<file path="config.mk">
export PLATFORM = sky130hd
export DESIGN_NAME = sha_compress
export DESIGN_NICKNAME = d
export VERILOG_FILES = /design/src/rtl/core/sha_pkg.sv /design/src/rtl/core/sha_compress.sv
export SDC_FILE = /design/constraint.sdc
export NUM_CORES = 2
export LEC_CHECK = 0
export BUFFER_PORTS_ARGS = -buffer_cell sky130_fd_sc_hd__buf_4
export CORE_MARGIN = 8
export CORE_UTILIZATION = 40
export CTS_CLUSTER_SIZE = 25
export DETAILED_ROUTE_END_ITERATION = 10
export PLACE_DENSITY_LB_ADDON = 0.3
export SETUP_SLACK_MARGIN = 0.15
export SKIP_LAST_GASP = 1
export SLEW_MARGIN = 20
export SYNTH_ARGS = -nofsm -noshare
export SYNTH_HDL_FRONTEND = slang
export SYNTH_SLANG_ARGS = --single-unit
</file>
<file path="constraint.sdc">
create_clock -name clk -period 26.3 [get_ports clk]
set_input_delay 5.26 -clock clk [delete_from_list [all_inputs] [get_ports clk]]
set_output_delay 5.26 -clock clk [all_outputs]
set_load 0.01 [all_outputs]
</file>
<file path="src/rtl/core/sha_pkg.sv">
package sha_pkg;

	localparam int unsigned WordW = 32;

	// one queued block job for the compression unit
	typedef struct packed {
		logic [511:0] block;
		logic         first;
		logic         final_blk;
	} sha_job_t;

	// reports from the compression unit back to the top level
	typedef struct packed {
		logic         busy;
		logic         done;
		logic [255:0] digest;
	} sha_core_stat_t;

	function automatic logic [31:0] round_const(input logic [5:0] idx);
		logic [31:0] k;
		case (idx)
			6'd0: k = 32'h428a2f98; 6'd1: k = 32'h71374491; 6'd2: k = 32'hb5c0fbcf;
			6'd3: k = 32'he9b5dba5; 6'd4: k = 32'h3956c25b; 6'd5: k = 32'h59f111f1;
			6'd6: k = 32'h923f82a4; 6'd7: k = 32'hab1c5ed5; 6'd8: k = 32'hd807aa98;
			6'd9: k = 32'h12835b01; 6'd10: k = 32'h243185be; 6'd11: k = 32'h550c7dc3;
			6'd12: k = 32'h72be5d74; 6'd13: k = 32'h80deb1fe; 6'd14: k = 32'h9bdc06a7;
			6'd15: k = 32'hc19bf174; 6'd16: k = 32'he49b69c1; 6'd17: k = 32'hefbe4786;
			6'd18: k = 32'h0fc19dc6; 6'd19: k = 32'h240ca1cc; 6'd20: k = 32'h2de92c6f;
			6'd21: k = 32'h4a7484aa; 6'd22: k = 32'h5cb0a9dc; 6'd23: k = 32'h76f988da;
			6'd24: k = 32'h983e5152; 6'd25: k = 32'ha831c66d; 6'd26: k = 32'hb00327c8;
			6'd27: k = 32'hbf597fc7; 6'd28: k = 32'hc6e00bf3; 6'd29: k = 32'hd5a79147;
			6'd30: k = 32'h06ca6351; 6'd31: k = 32'h14292967; 6'd32: k = 32'h27b70a85;
			6'd33: k = 32'h2e1b2138; 6'd34: k = 32'h4d2c6dfc; 6'd35: k = 32'h53380d13;
			6'd36: k = 32'h650a7354; 6'd37: k = 32'h766a0abb; 6'd38: k = 32'h81c2c92e;
			6'd39: k = 32'h92722c85; 6'd40: k = 32'ha2bfe8a1; 6'd41: k = 32'ha81a664b;
			6'd42: k = 32'hc24b8b70; 6'd43: k = 32'hc76c51a3; 6'd44: k = 32'hd192e819;
			6'd45: k = 32'hd6990624; 6'd46: k = 32'hf40e3585; 6'd47: k = 32'h106aa070;
			6'd48: k = 32'h19a4c116; 6'd49: k = 32'h1e376c08; 6'd50: k = 32'h2748774c;
			6'd51: k = 32'h34b0bcb5; 6'd52: k = 32'h391c0cb3; 6'd53: k = 32'h4ed8aa4a;
			6'd54: k = 32'h5b9cca4f; 6'd55: k = 32'h682e6ff3; 6'd56: k = 32'h748f82ee;
			6'd57: k = 32'h78a5636f; 6'd58: k = 32'h84c87814; 6'd59: k = 32'h8cc70208;
			6'd60: k = 32'h90befffa; 6'd61: k = 32'ha4506ceb; 6'd62: k = 32'hbef9a3f7;
			default: k = 32'hc67178f2;
		endcase
		return k;
	endfunction

	localparam logic [255:0] InitHash = {
		32'h6a09e667, 32'hbb67ae85, 32'h3c6ef372, 32'ha54ff53a,
		32'h510e527f, 32'h9b05688c, 32'h1f83d9ab, 32'h5be0cd19};

	localparam logic [7:0] PadByte = 8'h80;

endpackage

</file>
<file path="src/rtl/core/sha_compress.sv">
module sha_compress import sha_pkg::*; (
	input  logic           clk,
	input  logic           arst_n,
	input  logic           job_valid,
	output logic           job_ready,
	input  sha_job_t       job,
	input  logic           res_free,
	output sha_core_stat_t stat
);

	logic         busy_q, final_q, fold_q;
	logic [5:0]   rnd_q;
	logic [255:0] hash_q;
	logic [31:0]  a_q, b_q, c_q, d_q, e_q, f_q, g_q, h_q;
	logic [31:0]  w_q [16];

	logic [31:0] s0, s1, ch, maj, t1, t2, wt, wnew, w1, w14;
	logic [255:0] hash_sum, base;

	// a final job waits until the result register is free
	assign job_ready = !busy_q && !fold_q && !(job.final_blk && !res_free);
	assign w1  = w_q[1];
	assign w14 = w_q[14];
	assign wt  = w_q[0];

	// schedule word and round function
	always_comb begin
		s0   = {w1[6:0], w1[31:7]} ^ {w1[17:0], w1[31:18]} ^ (w1 >> 3);
		s1   = {w14[16:0], w14[31:17]} ^ {w14[18:0], w14[31:19]} ^ (w14 >> 10);
		wnew = s1 + w_q[9] + s0 + w_q[0];
		ch   = (e_q & f_q) ^ (~e_q & g_q);
		maj  = (a_q & b_q) ^ (a_q & c_q) ^ (b_q & c_q);
		t1   = h_q + ({e_q[5:0], e_q[31:6]} ^ {e_q[10:0], e_q[31:11]} ^ {e_q[24:0], e_q[31:25]})
			+ ch + round_const(rnd_q) + wt;
		t2   = ({a_q[1:0], a_q[31:2]} ^ {a_q[12:0], a_q[31:13]} ^ {a_q[21:0], a_q[31:22]}) + maj;
		hash_sum = {hash_q[255:224] + a_q, hash_q[223:192] + b_q, hash_q[191:160] + c_q,
			hash_q[159:128] + d_q, hash_q[127:96] + e_q, hash_q[95:64] + f_q,
			hash_q[63:32] + g_q, hash_q[31:0] + h_q};
		base = job.first ? InitHash : hash_q;
	end

	// one round per cycle over a sliding sixteen-word window
	always_ff @(posedge clk or negedge arst_n) begin
		if (!arst_n) begin
			busy_q <= 1'b0;
			rnd_q  <= '0;
			hash_q <= InitHash;
		end else begin
			if (job_valid && job_ready) begin
				busy_q  <= 1'b1;
				final_q <= job.final_blk;
				rnd_q   <= '0;
				hash_q  <= base;
				{a_q, b_q, c_q, d_q, e_q, f_q, g_q, h_q} <= base;
				for (int i = 0; i < 16; i++) w_q[i] <= job.block[511 - 32*i -: 32];
			end else if (busy_q) begin
				for (int i = 0; i < 15; i++) w_q[i] <= w_q[i+1];
				w_q[15] <= wnew;
				h_q <= g_q; g_q <= f_q; f_q <= e_q; e_q <= d_q + t1;
				d_q <= c_q; c_q <= b_q; b_q <= a_q; a_q <= t1 + t2;
				rnd_q <= rnd_q + 6'd1;
				if (rnd_q == 6'd63) busy_q <= 1'b0;
			end
			// fold working variables into chain after the last round
			if (fold_q) hash_q <= hash_sum;
		end
	end

	// finish step: registered in the cycle after the last round
	always_ff @(posedge clk or negedge arst_n) begin
		if (!arst_n) begin
			fold_q <= 1'b0;
		end else begin
			fold_q <= busy_q && rnd_q == 6'd63;
		end
	end

	always_comb begin
		stat.busy   = busy_q || fold_q;
		stat.done   = fold_q && final_q;
		stat.digest = hash_sum;
	end

	assert property (@(posedge clk) disable iff (!arst_n)
		busy_q && rnd_q == 6'd63 |=> !busy_q && fold_q)
		else $error("round count slip");
	assert property (@(posedge clk) disable iff (!arst_n) fold_q |-> !job_ready)
		else $error("fold overlap");
	assert property (@(posedge clk) disable iff (!arst_n)
		job_valid && job_ready |=> busy_q && rnd_q == 6'd0)
		else $error("job start missed");

endmodule

</file>
## Yosys cells after proc, flatten, opt, wreduce, memory -nomap -nowiden

Memory sizes are Yosys's and may differ from the RTL's.
Cells that the tools add are included.

| operators by class | value |
|---|---|
| add/subtract/negate cells | 19 |
| $mul | 0 |
| div/mod/pow operators | 0 |
| reduce and logical (&&, ||, !) cells | 17 |
| bitwise gates (word level) | 33 |
| eq/ne operators | 1 |
| order comparisons | 0 |
| shift operators | 0 |
| muxes and demuxes | 45 |

Operators with widths:

| operator | count |
|---|---|
| 32-bit two-way mux | 32 |
| 256-bit two-way mux | 3 |
| 32-bit adder | 18 |
| 32-bit bitwise XOR | 9 |
| 32-bit AND | 5 |
| 32-bit NOT | 1 |
| 32-bit by 22-bit bitwise XOR with 32-bit output | 1 |
| 32-bit by 29-bit bitwise XOR with 32-bit output | 1 |
| 1-bit OR | 16 |
| 6-bit two-way mux | 2 |
| 1-bit logical AND | 8 |
| 1-bit two-way mux | 8 |
| 6-bit by 1-bit adder with 6-bit output (second input constant) | 1 |
| 6-bit equality test (second input constant) | 1 |
| 1-bit logical NOT | 4 |
| 2-bit AND reduction | 2 |
| 2-bit nonzero test | 2 |
| 1-bit logical OR | 1 |

| storage, ports and cells | value |
|---|---|
| memories kept | 2 |
| bits in writable memories | 512 |
| bits in latches | 0 |
| logic and storage cells | 130 |
| register bits after elaboration | 521 |
| memory bits (read-only) | 2048 |
| output and inout port bits | 259 |

Memory list:

| name | words | width | rd ports | clocked after memory_dff | write ports | line | source |
|---|---|---|---|---|---|---|---|
| (no name shown) | 64 | 32 | 1 | 0 | 0 | sha_pkg.sv:21 | `case (idx)` |
| w_q | 16 | 32 | 16 | 0 | 16 | sha_compress.sv:15 | `logic [31:0] w_q [16];` |

## Logic depth before layout (Yosys ltp)

| depth | value |
|---|---|
| depth in word-level cells | 9 |
| gate-level depth with buffers | 38 |
| gate-level depth less buffers | 37 |

## Worst setup path after synthesis

OpenSTA, ideal clock, no wires.

| timing | value |
|---|---|
| path type | input port to flip-flop |
| start | input res_free |
| end | memory w_q[0][0] (enable) |
| arrival | 14.700 ns |
| stages | 8 |
| required time | 22.668 ns |
| setup slack | 7.967 ns |
| path buffers | 3 |
| path through | inv_1 -> a21oi_1 -> and2_1 -> clkbuf_1 -> nand2_1 -> clkbuf_1 -> clkbuf_1 -> nand2_1 |

RTL lines:

| what | line | source |
|---|---|---|
| start: declaration | sha_compress.sv:7 | `input logic res_free,` |
| end: declaration | sha_compress.sv:15 |  |

## Worst setup path after layout

| timing | value |
|---|---|
| start | input res_free |
| end | output job_ready |

| between the ends | value |
|---|---|
| longest elaborated chain between the ends | 4 |

Ends and longest elaborated chain:

| what | line | source |
|---|---|---|
| 1-bit logical NOT | sha_compress.sv:21 | `assign job_ready = !busy_q && !fold_q && !(job.final_blk && !res_free);` |
| 1-bit logical AND | sha_compress.sv:21 |  |
| 1-bit logical NOT | sha_compress.sv:21 |  |
| 1-bit logical AND | sha_compress.sv:21 |  |
| end: declaration | sha_compress.sv:5 | `output logic job_ready,` |

Every way passes these cells.

==> flow_summary_export.csv <==
group,metric,value,unit
status,status,"finished, final reports clean",
clocking,clk_pin_slew,0.06,ns
route,vias,60100,
critical_path,path_buf_inv,3,
grt,grt_use_total,0.298,
final_layout,multi_input_area,39100,µm²
floorplan,start_util,0.403,
clocking,cts.path.max_buffers,3,
route,wl_per_cell,28.8,µm
synthesis,synth_edf_count,769,
clocking,cts_buffers,120,
critical_path,cp_top_family,"compound AO/OA/AOI/OAI gates",
placed_design,place_hpwl,231000,µm
synthesis,avgSynthCellArea,9.77,µm²
synthesis,synthCells,7359,
synthesis,synth_seq_area_share,0.416,
critical_path,crit_path_max_fanout,3,
final_layout,nets,9031,
critical_path,cpPeakStageDelay,0.33,ns
sta,grt_setup_unrepaired,"no",
grt,grt_max_degree,197,
sta,hold_violations,0,
sta,maxSlewViolCount,0,
synthesis,synth_fp_nets,8462,
route,drt-pass1-iter-count,8,
critical_path,critPathRequiredTime,21.04,ns
grt,gr-total-overflow,0,
clocking,root_buffer,"clkbuf_16",
floorplan,die_h,440,µm
critical_path,crit_slowest_cell,"a21oi_1",
placed_design,gp_congestion,0.980,
clocking,cts_max_level,3,
final_layout,design_area,83800,µm²
final_layout,final_common_cell,"nand2_1",
hold_path,hold_class,"register to register",
route,drt_first_iter_violations,6451,
sta,final.setup.tns,0,ns
floorplan,io-pin-count,777,
clocking,hold_buffers,0,
sta,fin_crit,11.16,ns
critical_path,worstSetupStartpointType,"input port",
synthesis,synthesis.area,71900,µm²
critical_path,critical_path.cell_chain,"buf_4 -> inv_1 -> a21oi_1 -> buf_4",
clocking,cts_setup_buffers,0,
critical_path,path_class,"input port to output port",
floorplan,rows,155,
placed_design,placed_cell_area,79800,µm²
grt,antenna_found_initial,23,
sta,worstMarginPinSlew,1.17,ns
clocking,cts_tree,"built",
floorplan,fp.dieW,440,µm
final_layout,drive_above_1_share,0.191,
critical_path,crit_top_cell,"buf_4",
grt,first_global_vias,59500,
synthesis,yosysWarnings,0,
critical_path,worst_ep_arrival_time,5.90,ns
placed_design,port_buffers,776,
synthesis,synthFlopType,"edfxtp_1",
sta,slew_headroom,0.223,
route,via_per_inst,5.79,
synthesis,async_flop_share,0.256,
sta,setup_violations,0,
final_layout,layout_common_cells,"nand2_1, buf_4, edfxtp_1",
clocking,cts.repair.resized,0,
floorplan,dieArea,193000,µm²
final_layout,area_growth,16.6,%
final_layout,fill_cells,16800,
sta,fmax,0.0896,GHz
clocking,cts_sinks,1033,
synthesis,ys_types,94,
sta,clock-skew-final,0.0551,ns
final_layout,regArea,29900,µm²
route,wl,300000,µm
floorplan,core_area,178000,µm²
critical_path,cp-end-kind,"output port",
route,drcViolationCount,0,
route,detail-route-antenna-nets,0,
grt,grt_pass1_wl,423000,µm
clocking,clock_latency,0.81,ns
run,drv_cap,0,
synthesis,yosys_register_bits,1033,
sta,period_share,0.424,
==> Yosys cell counts (102+ instances only) <==
cell      number  share of area
nor2_1       380          0.020
a21oi_1      387          0.027
xor2_1       173          0.021
ha_1         390          0.068
fa_1         195          0.054
o21ai_1      102         0.0071
a21o_1       217          0.023
nand2_1     1235          0.065
xnor2_1      408          0.050
dfrtp_1      128          0.045
mux2_2       324          0.051
nor3_1       125         0.0087
clkbuf_1     359          0.019
o21ai_0      413          0.029
edfxtp_1     769           0.32
inv_1        407          0.021
dfstp_2      136          0.050
nand3_1      201          0.014
==> stage by stage <==
step | hold slack (ns) | utilization | cells | setup slack [ns]
global placement | 0.490 | 0.447 | 10200 | 15.13
CTS | 0.510 | 0.469 | 10400 | 15.14
global route | 0.521 | 0.469 | 10400 | 15.09
finish | 0.510 | 0.469 | 10400 | 15.14
floorplan | 0.480 | - | 7359 | 7.97
detailed placement | 0.497 | 0.447 | 10200 | 15.14
==> logic make-up after synthesis <==
logic type      share of synthesized area
simple gates                        0.134
flops                               0.416
buf+inv                            0.0418
compound gates                      0.156
fa+ha+maj                           0.123
mux                                0.0586
xor+xnor                           0.0711
==> worst paths after layout <==
kind / start / endpoint / slack (ns) / cells after the start
min: hash_q[165] / hash_q[165] / 0.51 / 2
max in group asynchronous: arst_n / rnd_q[3] / 19.88 / 3
min reg2reg: hash_q[165] / hash_q[165] / 0.51 / 2
max reg2reg: rnd_q[0] / a_q[31] / 16.00 / 34
max: res_free / job_ready / 15.14 / 4
min in group asynchronous: arst_n / hash_q[134] / 4.40 / 1
==> flip-flops by register name, summed over array words and instances (netlist names), 6 cells and up <==
name and cells:
hash_q 256, g_q 32, a_q 32, b_q 32, rnd_q 6, e_q 32, f_q 32, h_q 32
w_q 512, d_q 32, c_q 32
==> tightest hold or removal path: cells and delay by family (launching register included) <==
family | cells | cell delay (ns)
flops | 1 | 0.38
simple gates | 2 | 0.13
==> metal layers <==
metal	up-vias	GRT usage	part of all wire
li1	27300	-	-
met1	29500	0.362	0.38
met2	2717	0.488	0.47
met3	656	0.0646	0.081
met4	30	0.171	0.069
met5	-	0	0.00068
==> layout make-up <==
| cell class | count | share of cell area |
|---|---|---|
| sequential | 1033 | 0.357 |
| antenna | 8 | 0.000239 |
| multi-input combinational | 5525 | 0.466 |
| clock inverter | 74 | 0.00926 |
| timing repair buffer | 836 | 0.0760 |
| clock buffer | 151 | 0.0377 |
| inverter | 412 | 0.0186 |
| tap | 2355 | 0.0352 |
Power is left out: the tool's default activity adds up to more than one toggle a clock period on the data nets, which glitch-free logic cannot reach.
