$ cat src/rtl/core/sha_pkg.sv
package sha_pkg;

	localparam int unsigned WordW = 32;

	// one queued block job for the compression unit
	typedef struct packed {
		logic [511:0] block;
		logic         first;
		logic         final_blk;
	} sha_job_t;

	// reports from the compression unit back to the top level
	typedef struct packed {
		logic         busy;
		logic         done;
		logic [255:0] digest;
	} sha_core_stat_t;

	function automatic logic [31:0] round_const(input logic [5:0] idx);
		logic [31:0] k;
		case (idx)
			6'd0: k = 32'h428a2f98; 6'd1: k = 32'h71374491; 6'd2: k = 32'hb5c0fbcf;
			6'd3: k = 32'he9b5dba5; 6'd4: k = 32'h3956c25b; 6'd5: k = 32'h59f111f1;
			6'd6: k = 32'h923f82a4; 6'd7: k = 32'hab1c5ed5; 6'd8: k = 32'hd807aa98;
			6'd9: k = 32'h12835b01; 6'd10: k = 32'h243185be; 6'd11: k = 32'h550c7dc3;
			6'd12: k = 32'h72be5d74; 6'd13: k = 32'h80deb1fe; 6'd14: k = 32'h9bdc06a7;
			6'd15: k = 32'hc19bf174; 6'd16: k = 32'he49b69c1; 6'd17: k = 32'hefbe4786;
			6'd18: k = 32'h0fc19dc6; 6'd19: k = 32'h240ca1cc; 6'd20: k = 32'h2de92c6f;
			6'd21: k = 32'h4a7484aa; 6'd22: k = 32'h5cb0a9dc; 6'd23: k = 32'h76f988da;
			6'd24: k = 32'h983e5152; 6'd25: k = 32'ha831c66d; 6'd26: k = 32'hb00327c8;
			6'd27: k = 32'hbf597fc7; 6'd28: k = 32'hc6e00bf3; 6'd29: k = 32'hd5a79147;
			6'd30: k = 32'h06ca6351; 6'd31: k = 32'h14292967; 6'd32: k = 32'h27b70a85;
			6'd33: k = 32'h2e1b2138; 6'd34: k = 32'h4d2c6dfc; 6'd35: k = 32'h53380d13;
			6'd36: k = 32'h650a7354; 6'd37: k = 32'h766a0abb; 6'd38: k = 32'h81c2c92e;
			6'd39: k = 32'h92722c85; 6'd40: k = 32'ha2bfe8a1; 6'd41: k = 32'ha81a664b;
			6'd42: k = 32'hc24b8b70; 6'd43: k = 32'hc76c51a3; 6'd44: k = 32'hd192e819;
			6'd45: k = 32'hd6990624; 6'd46: k = 32'hf40e3585; 6'd47: k = 32'h106aa070;
			6'd48: k = 32'h19a4c116; 6'd49: k = 32'h1e376c08; 6'd50: k = 32'h2748774c;
			6'd51: k = 32'h34b0bcb5; 6'd52: k = 32'h391c0cb3; 6'd53: k = 32'h4ed8aa4a;
			6'd54: k = 32'h5b9cca4f; 6'd55: k = 32'h682e6ff3; 6'd56: k = 32'h748f82ee;
			6'd57: k = 32'h78a5636f; 6'd58: k = 32'h84c87814; 6'd59: k = 32'h8cc70208;
			6'd60: k = 32'h90befffa; 6'd61: k = 32'ha4506ceb; 6'd62: k = 32'hbef9a3f7;
			default: k = 32'hc67178f2;
		endcase
		return k;
	endfunction

	localparam logic [255:0] InitHash = {
		32'h6a09e667, 32'hbb67ae85, 32'h3c6ef372, 32'ha54ff53a,
		32'h510e527f, 32'h9b05688c, 32'h1f83d9ab, 32'h5be0cd19};

	localparam logic [7:0] PadByte = 8'h80;

endpackage

$ cat src/rtl/core/sha_queue.sv
module sha_queue import sha_pkg::*; (
	input  logic     clk,
	input  logic     arst_n,
	input  logic     wr_valid,
	output logic     wr_ready,
	input  sha_job_t wr_job,
	output logic     rd_valid,
	input  logic     rd_ready,
	output sha_job_t rd_job
);

	sha_job_t mem_q [2];
	logic     wptr_q, rptr_q;
	logic [1:0] cnt_q;
	logic     push, pop;

	assign wr_ready = cnt_q != 2'd2;
	assign rd_valid = cnt_q != 2'd0;
	assign rd_job   = mem_q[rptr_q];
	assign push     = wr_valid && wr_ready;
	assign pop      = rd_valid && rd_ready;

	// two-entry job storage
	always_ff @(posedge clk) begin
		if (push) mem_q[wptr_q] <= wr_job;
	end

	// pointers and fill level
	always_ff @(posedge clk or negedge arst_n) begin
		if (!arst_n) begin
			wptr_q <= 1'b0;
			rptr_q <= 1'b0;
			cnt_q  <= '0;
		end else begin
			if (push) wptr_q <= !wptr_q;
			if (pop) rptr_q <= !rptr_q;
			cnt_q <= cnt_q + 2'(push) - 2'(pop);
		end
	end

	assert property (@(posedge clk) disable iff (!arst_n) cnt_q != 2'd3)
		else $error("queue overflow");
	assert property (@(posedge clk) disable iff (!arst_n)
		push && !pop |=> cnt_q == $past(cnt_q) + 2'd1)
		else $error("queue count slip");
	assert property (@(posedge clk) disable iff (!arst_n)
		(cnt_q == 2'd0) |-> (wptr_q == rptr_q))
		else $error("queue pointers out of step");

endmodule

$ cat config.mk
export PLATFORM = sky130hd
export DESIGN_NAME = sha_queue
export DESIGN_NICKNAME = d
export VERILOG_FILES = /design/src/rtl/core/sha_pkg.sv /design/src/rtl/core/sha_queue.sv
export SDC_FILE = /design/constraint.sdc
export NUM_CORES = 1
export LEC_CHECK = 0
export BUFFER_PORTS_ARGS = -buffer_cell sky130_fd_sc_hd__buf_4
export CORE_AREA = 2 2 398 400
export DETAILED_ROUTE_END_ITERATION = 12
export DIE_AREA = 0 0 400 402
export SLEW_MARGIN = 20
export SYNTH_ARGS = -nofsm -noshare
export SYNTH_HDL_FRONTEND = slang
export SYNTH_SLANG_ARGS = --single-unit
export TNS_END_PERCENT = 30
$ cat constraint.sdc
create_clock -name clk -period 43.6 [get_ports clk]
set_input_delay 8.72 -clock clk [delete_from_list [all_inputs] [get_ports clk]]
set_output_delay 8.72 -clock clk [all_outputs]
set_load 0.02 [all_outputs]
### Word level (Yosys, flattened, before mapping)

Memory sizes are Yosys's and may differ from the RTL's.
Cells that the tools add are included.

| operators by class | value |
|---|---|
| equality and inequality tests | 1 |
| reductions and logical operators | 5 |
| add/subtract/negate cells | 2 |
| muxes and demuxes | 2 |

Operators by type and width:

| operator | count |
|---|---|
| 2-bit by 1-bit adder with 2-bit output | 1 |
| 1-bit logical AND | 2 |
| 1-bit zero test | 2 |
| 1-bit 2-to-1 mux | 2 |
| 2-bit inequality test (second input constant) | 1 |
| 2-bit nonzero test | 1 |
| 2-bit by 1-bit subtractor with 2-bit output | 1 |

| word-level totals | value |
|---|---|
| memories kept | 1 |
| flip-flop bits (word level) | 4 |
| input bits | 518 |
| bits in writable memories | 1028 |
| word-level logic and storage cells | 14 |
| output and inout bits | 516 |

Memory list:

| name | words | bits a word | rd ports | clocked after Yosys merged registers in | wr ports | RTL line | text |
|---|---|---|---|---|---|---|---|
| mem_q | 2 | 514 | 1 | 0 | 1 | sha_queue.sv:12 | `sha_job_t mem_q [2];` |

### Logic depth before layout (Yosys ltp)

Gate-level depths: netlist (run 1).

| logic depth | value |
|---|---|
| word-level depth | 4 |
| gate-level depth with buffers | 5 |
| depth with buffers taken out | 5 |

### Worst setup path before layout (run 1)

OpenSTA, ideal clock, no wires.

| timing path | value |
|---|---|
| kind | input to register |
| start point | input port wr_valid |
| end point | memory mem_q[0][0] (netlist name), enable pin |
| required time | 42.197 ns |
| data arrival time | 30.057 ns |
| slack | 12.140 ns |
| stages | 2 |
| library setup time | 1.403 ns |
| buffers on the path | 0 |
| path through | nand2_1 nor2_1 |

| on the way | value |
|---|---|
| cells in the longest elaborated chain, start to end | 3 |

Ends and longest elaborated chain:

| element | RTL line | text |
|---|---|---|
| start, declared | sha_queue.sv:4 | `input logic wr_valid,` |
| 1-bit logical AND | sha_queue.sv:20 | `assign push = wr_valid && wr_ready;` |
| 1-bit 2-to-1 mux | sha_queue.sv:25 | `if (push) mem_q[wptr_q] <= wr_job;` |
| 1-bit 2-to-1 mux (implied by the code) | sha_queue.sv:25 |  |
| end, declared | sha_queue.sv:12 |  |

No other way between the ends.

==> out/qor.csv, run 1 <==
metric,value,unit
outcome,completed,
die width,400,microns
Reg2Reg Setup Slack,38080,ps
Post-CTS Resized,0,
Filler cells,15000,
Hold Crit Start,wptr_q$_DFFE_PN0P_,
nets@finish,3249,
Post-CTS Hold Fix Bufs,0,
drt drc,0,
CTS Root Cell,clkbuf_16,
Crit. End Element,primary output,
Slew @ Worst Pin,1190,ps
Avg Inst Size Synth,23.9,sq um
"most common cell after layout, fill and taps aside",buf_4,
Final setup viols,0,
Synth Register Bits,1032,
clock-pin slew on the worst setup and hold paths,60,ps
initial core utilization,24.6,%
DRT iter0 DRCs,1375,
die area,161000,sq um
footprint of the multi-input gates,7240,sq um
clk_skew,42.4,ps
pre-CTS WS,29850,ps
routability cong.,0.856,
Synth Net Count,2140,
worst setup margin,29640,ps
TritonCTS clock tree,built,
vias in the first global route,20200,
Critical Path AT,5240,ps
setup tns final,0,ps
Post-Syn Area,38700,sq um
Lkg Pwr,20.0,nW
post-route ant nets,0,
WS Path Type,reg -> out,
core area,157000,sq um
Rows,146,
"non-filler cells, final",4903,
crit share post-route,32.0,%
final hold viol count,0,
total setup buffers inserted after CTS,0,
Worst Hold Class,reg -> reg,
final instance area,52500,sq um
vias per cell,4.05,
Setup crit start kind,flip-flop,
Vias,19900,
Pwr Total,0.00378,W
max cap viols,0,
routed len/inst,23.1,microns
total grt overflow,0,
r2r endpoint,mem_q[0][190]$_DFFE_PP_,
"Slew Viols, Final",0,
WP data required,34880,ps
total wire length,113,mm
Post-Place Cells,4690,
detailed placement HPWL,84.6,mm
TritonRoute pass-1 iters,5,
Rel. slew slack,20.6,%
TritonCTS Sinks,1032,
Fmax achieved,71.6,MHz
VDD IR max,0.0000374,V
antenna violations before repair,11,
clk_lat worst skew,710,ps
first-pass GRT wire length,152,mm
Die Height,402,microns
Hold Path Depth,1,
Tot GR Track Use,13.4,%
register area,31000,sq um
buffers added on ports,1033,
worst reg-to-reg path cell count,7,
I/O pin total,1034,
largest net degree at the start of global routing,148,
Synth-to-Final Area Change,35.5,%
placed inst area,48800,sq um
synth unique cells,20,
pwr dens,72.0,nW/um^2
CTS H-Tree Depth,3,
most frequent cells in the layout,"buf_4, edfxtp_1, mux2_4",
CTS Buf Count,110,
crit path time final,13960,ps
worst r2r src,cnt_q[0]$_DFF_PN0_,
CP max FO,147,
"Seq/Total Area, Yosys",80.0,%
share of layout cells above drive strength 1,61.3,%
Syn Inst Count,1621,
YS warnings,0,
unrepaired setup endpoints after global routing,false,
Hold Path Sink,wptr_q$_DFFE_PN0P_,
Clock Path Buffers,3,
==> final cells by class <==
| cell class | instances | area share, % |
|---|---|---|
| sequential | 1032 | 59.0 |
| timing repair buffer | 1054 | 15.1 |
| multi-input combinational | 532 | 13.8 |
| clock buffer | 131 | 5.44 |
| tap | 2072 | 4.94 |
| clock inverter | 73 | 1.63 |
| antenna | 9 | 0.0429 |
==> sequential cells by signal, indices dropped and copies added, names as in the netlist <==
name    cells
rptr_q      1
wptr_q      1
cnt_q       2
mem_q    1028
==> per-stage QoR <==
step	util, %	hold WS (ps)
floorplan	-	460
global placement	31.0	551
detailed placement	31.0	544
CTS	33.4	558
global route	33.4	589
finish	33.4	553
==> critical path, stage by stage, from the launching register on <==
cell	delay (ps)
dfrtp_4	1030
buf_12	590
buf_4	870
buf_4	930
mux2_4	360
buf_4	160
==> report_power, final <==
part           internal, W  switching, W  leakage [nW]
Sequential         0.00136     0.0000613          9.61
Clock             0.000558      0.000388          1.80
Combinational     0.000628      0.000787          8.64
Total              0.00254       0.00124          20.0
==> Yosys cell counts <==
cell	n	area (sq um)
nor2_1	3	11.3
nor4bb_1	1	10.0
xnor2_1	3	26.3
buf_6	39	439
o21ai_0	1	5.00
nand2_1	2	7.51
nand2b_1	1	6.26
a311oi_1	1	8.76
buf_2	17	85.1
mux2_4	350	5260
edfxtp_1	1028	30900
or2_2	1	6.26
nor2b_1	1	6.26
o21ba_2	1	10.0
mux2_2	164	1850
ha_1	1	12.5
buf_4	1	7.51
nand3_1	1	5.00
and3_1	1	6.26
dfrtp_1	4	100
==> metal layers <==
layer  track usage [%]  vias up  share of wire [%]
li1                  -     8757                  -
met4              3.40        2                1.9
met2              23.6      780                 52
met1              15.2    10200                 37
met3              4.89      144                9.0
met5                 0        -              0.011
==> cells by family (layout without fill, tap and decap cells) <==
logic type,count (synthesis),count (layout),share of synthesized area [%]
XOR/XNOR,3,3,0.0679
AND/OR/NAND/NOR,11,11,0.152
buffers and inverters,57,1258,1.37
AO/OA/AOI/OAI,3,3,0.0614
flip-flops,1032,1032,80.0
other,0,9,0
multiplexers,514,514,18.3
adder cells (fa/ha/maj),1,1,0.0323
==> worst max path at each step <==
stage	slack, ps	to	cells past startpoint	start
2_1_floorplan	12140	mem_q[0][0]$_DFFE_PP_	2	wr_valid
3_3_place_gp	29880	mem_q[0][185]$_DFFE_PP_	7	wr_valid
3_5_place_dp	29850	mem_q[0][189]$_DFFE_PP_	7	wr_valid
4_1_cts	29570	rd_job[234]	5	rptr_q$_DFFE_PN0P_
5_1_grt	29380	rd_job[234]	5	rptr_q$_DFFE_PN0P_
6_report	29640	rd_job[254]	5	rptr_q$_DFFE_PN0P_
Power figures use the tool's default switching activity.
==> run 2, diff against run 1 <==
--- a/config.mk
+++ b/config.mk
@@ -6,9 +6,9 @@
 export NUM_CORES = 1
 export LEC_CHECK = 0
 export BUFFER_PORTS_ARGS = -buffer_cell sky130_fd_sc_hd__buf_4
-export CORE_AREA = 2 2 398 400
+export CORE_AREA = 2 2 401 403
 export DETAILED_ROUTE_END_ITERATION = 12
-export DIE_AREA = 0 0 400 402
+export DIE_AREA = 0 0 403 405
 export SLEW_MARGIN = 20
 export SYNTH_ARGS = -nofsm -noshare
 export SYNTH_HDL_FRONTEND = slang
==> constraint.sdc (replaced) <==
create_clock -name clk -period 12.23 [get_ports clk]
set_input_delay 2.446 -clock clk [delete_from_list [all_inputs] [get_ports clk]]
set_output_delay 2.446 -clock clk [all_outputs]
set_load 0.02 [all_outputs]
==> run 2 against run 1 <==
  * Clock-buffer cell count up 3
  * Combinational power grew to 3.5 times the previous value
  * Clock skew down 18 ps
  * Via count decreased by 0.22%
  * Design area is essentially flat
  * Register-to-register slack got worse by 29000 ps
  * Total power rose to 3.5 times the previous value
  * Core utilization down 0.48 points
  * Sequential power increased to 3.6 times the previous value
  * Worst hold slack gained 10 ps
  * Critical path depth down 1
  * Critical path type unchanged
==> out/qor.csv, run 2 (synthesized netlist as in run 1, its figures left out) <==
metric,value,unit
outcome,completed,
CTS Buf Count,114,
total wire length,114,mm
Post-CTS Hold Fix Bufs,0,
initial core utilization,24.3,%
TritonCTS clock tree,built,
core area,159000,sq um
VDD IR max,0.000173,V
Tot GR Track Use,13.2,%
pwr dens,255,nW/um^2
share of layout cells above drive strength 1,61.5,%
total grt overflow,0,
CP max FO,129,
final instance area,52400,sq um
first-pass GRT wire length,153,mm
detailed placement HPWL,83.4,mm
Slew @ Worst Pin,1070,ps
TritonRoute pass-1 iters,5,
Setup crit start kind,flip-flop,
total setup buffers inserted after CTS,0,
Crit. End Element,primary output,
die area,163000,sq um
DRT iter0 DRCs,945,
Die Height,405,microns
"most common cell after layout, fill and taps aside",buf_4,
largest net degree at the start of global routing,135,
placed inst area,48800,sq um
Vias,19800,
unrepaired setup endpoints after global routing,false,
final hold viol count,0,
TritonCTS Sinks,1032,
clk_skew,24.4,ps
die width,403,microns
Largest register FFs,1028,
vias in the first global route,20700,
crit path time final,6490,ps
clk_lat worst skew,710,ps
crit-path max cell delay,990,ps
Clock Path Buffers,3,
crit-path most repeated cell,buf_4,
WP data required,9780,ps
Fmax achieved,154,MHz
Final setup viols,0,
CTS Root Cell,clkbuf_16,
most frequent cells in the layout,"buf_4, edfxtp_1, mux2_4",
worst setup margin,5740,ps
routed len/inst,23.1,microns
pre-CTS WS,6480,ps
vias per cell,4.03,
Synth-to-Final Area Change,35.4,%
antenna violations before repair,40,
Rel. slew slack,28.9,%
Worst path slowest cell,dfrtp_4,
Lkg Pwr,20.0,nW
nets@finish,3249,
drt drc,0,
I/O pin total,1034,
Rows,147,
"Slew Viols, Final",0,
Critical Path AT,4040,ps
Fin Hold WS,564,ps
Post-CTS Resized,0,
CP Cell Sequence,"buf_4, buf_12, mux2_2, buf_4",
top flop regs,"mem_q x1028, cnt_q x2",
post-route ant nets,0,
Top reg by flops,mem_q,
Worst Hold Class,reg -> reg,
max cap viols,0,
WS Path Type,reg -> out,
clock-pin slew on the worst setup and hold paths,60,ps
crit share post-route,53.0,%
CTS H-Tree Depth,3,
routability cong.,0.848,
buffers added on ports,1033,
==> run 2: changes by cell type in the layout (fill, tap and decap cells not counted), moves of 5 or more <==
cell / delta
clkinv_1: -6
bufinv_16: -8
buf_4: -9
buf_12: +5
inv_6: +10
clkinv_2: +9
==> run 2: layout make-up <==
class / count / area, sq um
timing repair buffer: 1050 / 7980
multi-input combinational: 532 / 7240
fill: 15400 / 107000
tap: 2086 / 2610
clock buffer: 134 / 2930
antenna: 7 / 17.5
sequential: 1032 / 31000
clock inverter: 77 / 691
==> run 2: worst paths after layout <==
check | startpoint | end | slack [ps] | depth (start not counted)
setup / recovery | rptr_q$_DFFE_PN0P_ | rd_job[0] | 5740 | 4
hold / removal | wptr_q$_DFFE_PN0P_ | wptr_q$_DFFE_PN0P_ | 560 | 1
setup reg to reg | cnt_q[0]$_DFF_PN0_ | mem_q[1][216]$_DFFE_PP_ | 8820 | 4
hold reg to reg | wptr_q$_DFFE_PN0P_ | wptr_q$_DFFE_PN0P_ | 560 | 1
max in group asynchronous | arst_n | rptr_q$_DFFE_PN0P_ | 10580 | 1
min in group asynchronous | arst_n | cnt_q[0]$_DFF_PN0_ | 1530 | 1
==> run 2: worst max-delay path, delay by kind of cell (launching register included) <==
kind | cells | cell delay, ps
buffers and inverters | 3 | 1530
DFF | 1 | 990
muxes | 1 | 430
==> run 2: per-stage QoR <==
step | instances | setup TNS [ps] | utilization [%] | total power, W
after floorplan | 1621 | -1446200 | - | 0.00856
final | 4918 | 0 | 32.9 | 0.0134
after global placement | 4700 | 0 | 30.6 | 0.0102
after detailed placement | 4700 | 0 | 30.6 | 0.0102
after global routing | 4918 | 0 | 32.9 | 0.0139
after CTS | 4911 | 0 | 32.9 | 0.0136
==> run 2: where the power goes <==
part | leakage [nW] | total [W] | switching, W | internal [W]
Clock | 1.77 | 0.00330 | 0.00143 | 0.00187
Sequential | 9.61 | 0.00507 | 0.000228 | 0.00485
Combinational | 8.64 | 0.00500 | 0.00275 | 0.00225
==> run 2: routing by layer <==
layer	vias to the layer above	wire length, microns	track usage [%]
li1	8751	-	-
met1	10000	42800	14.6
met2	784	57700	23.1
met3	224	9690	4.95
met4	12	3420	5.05
met5	-	66	0
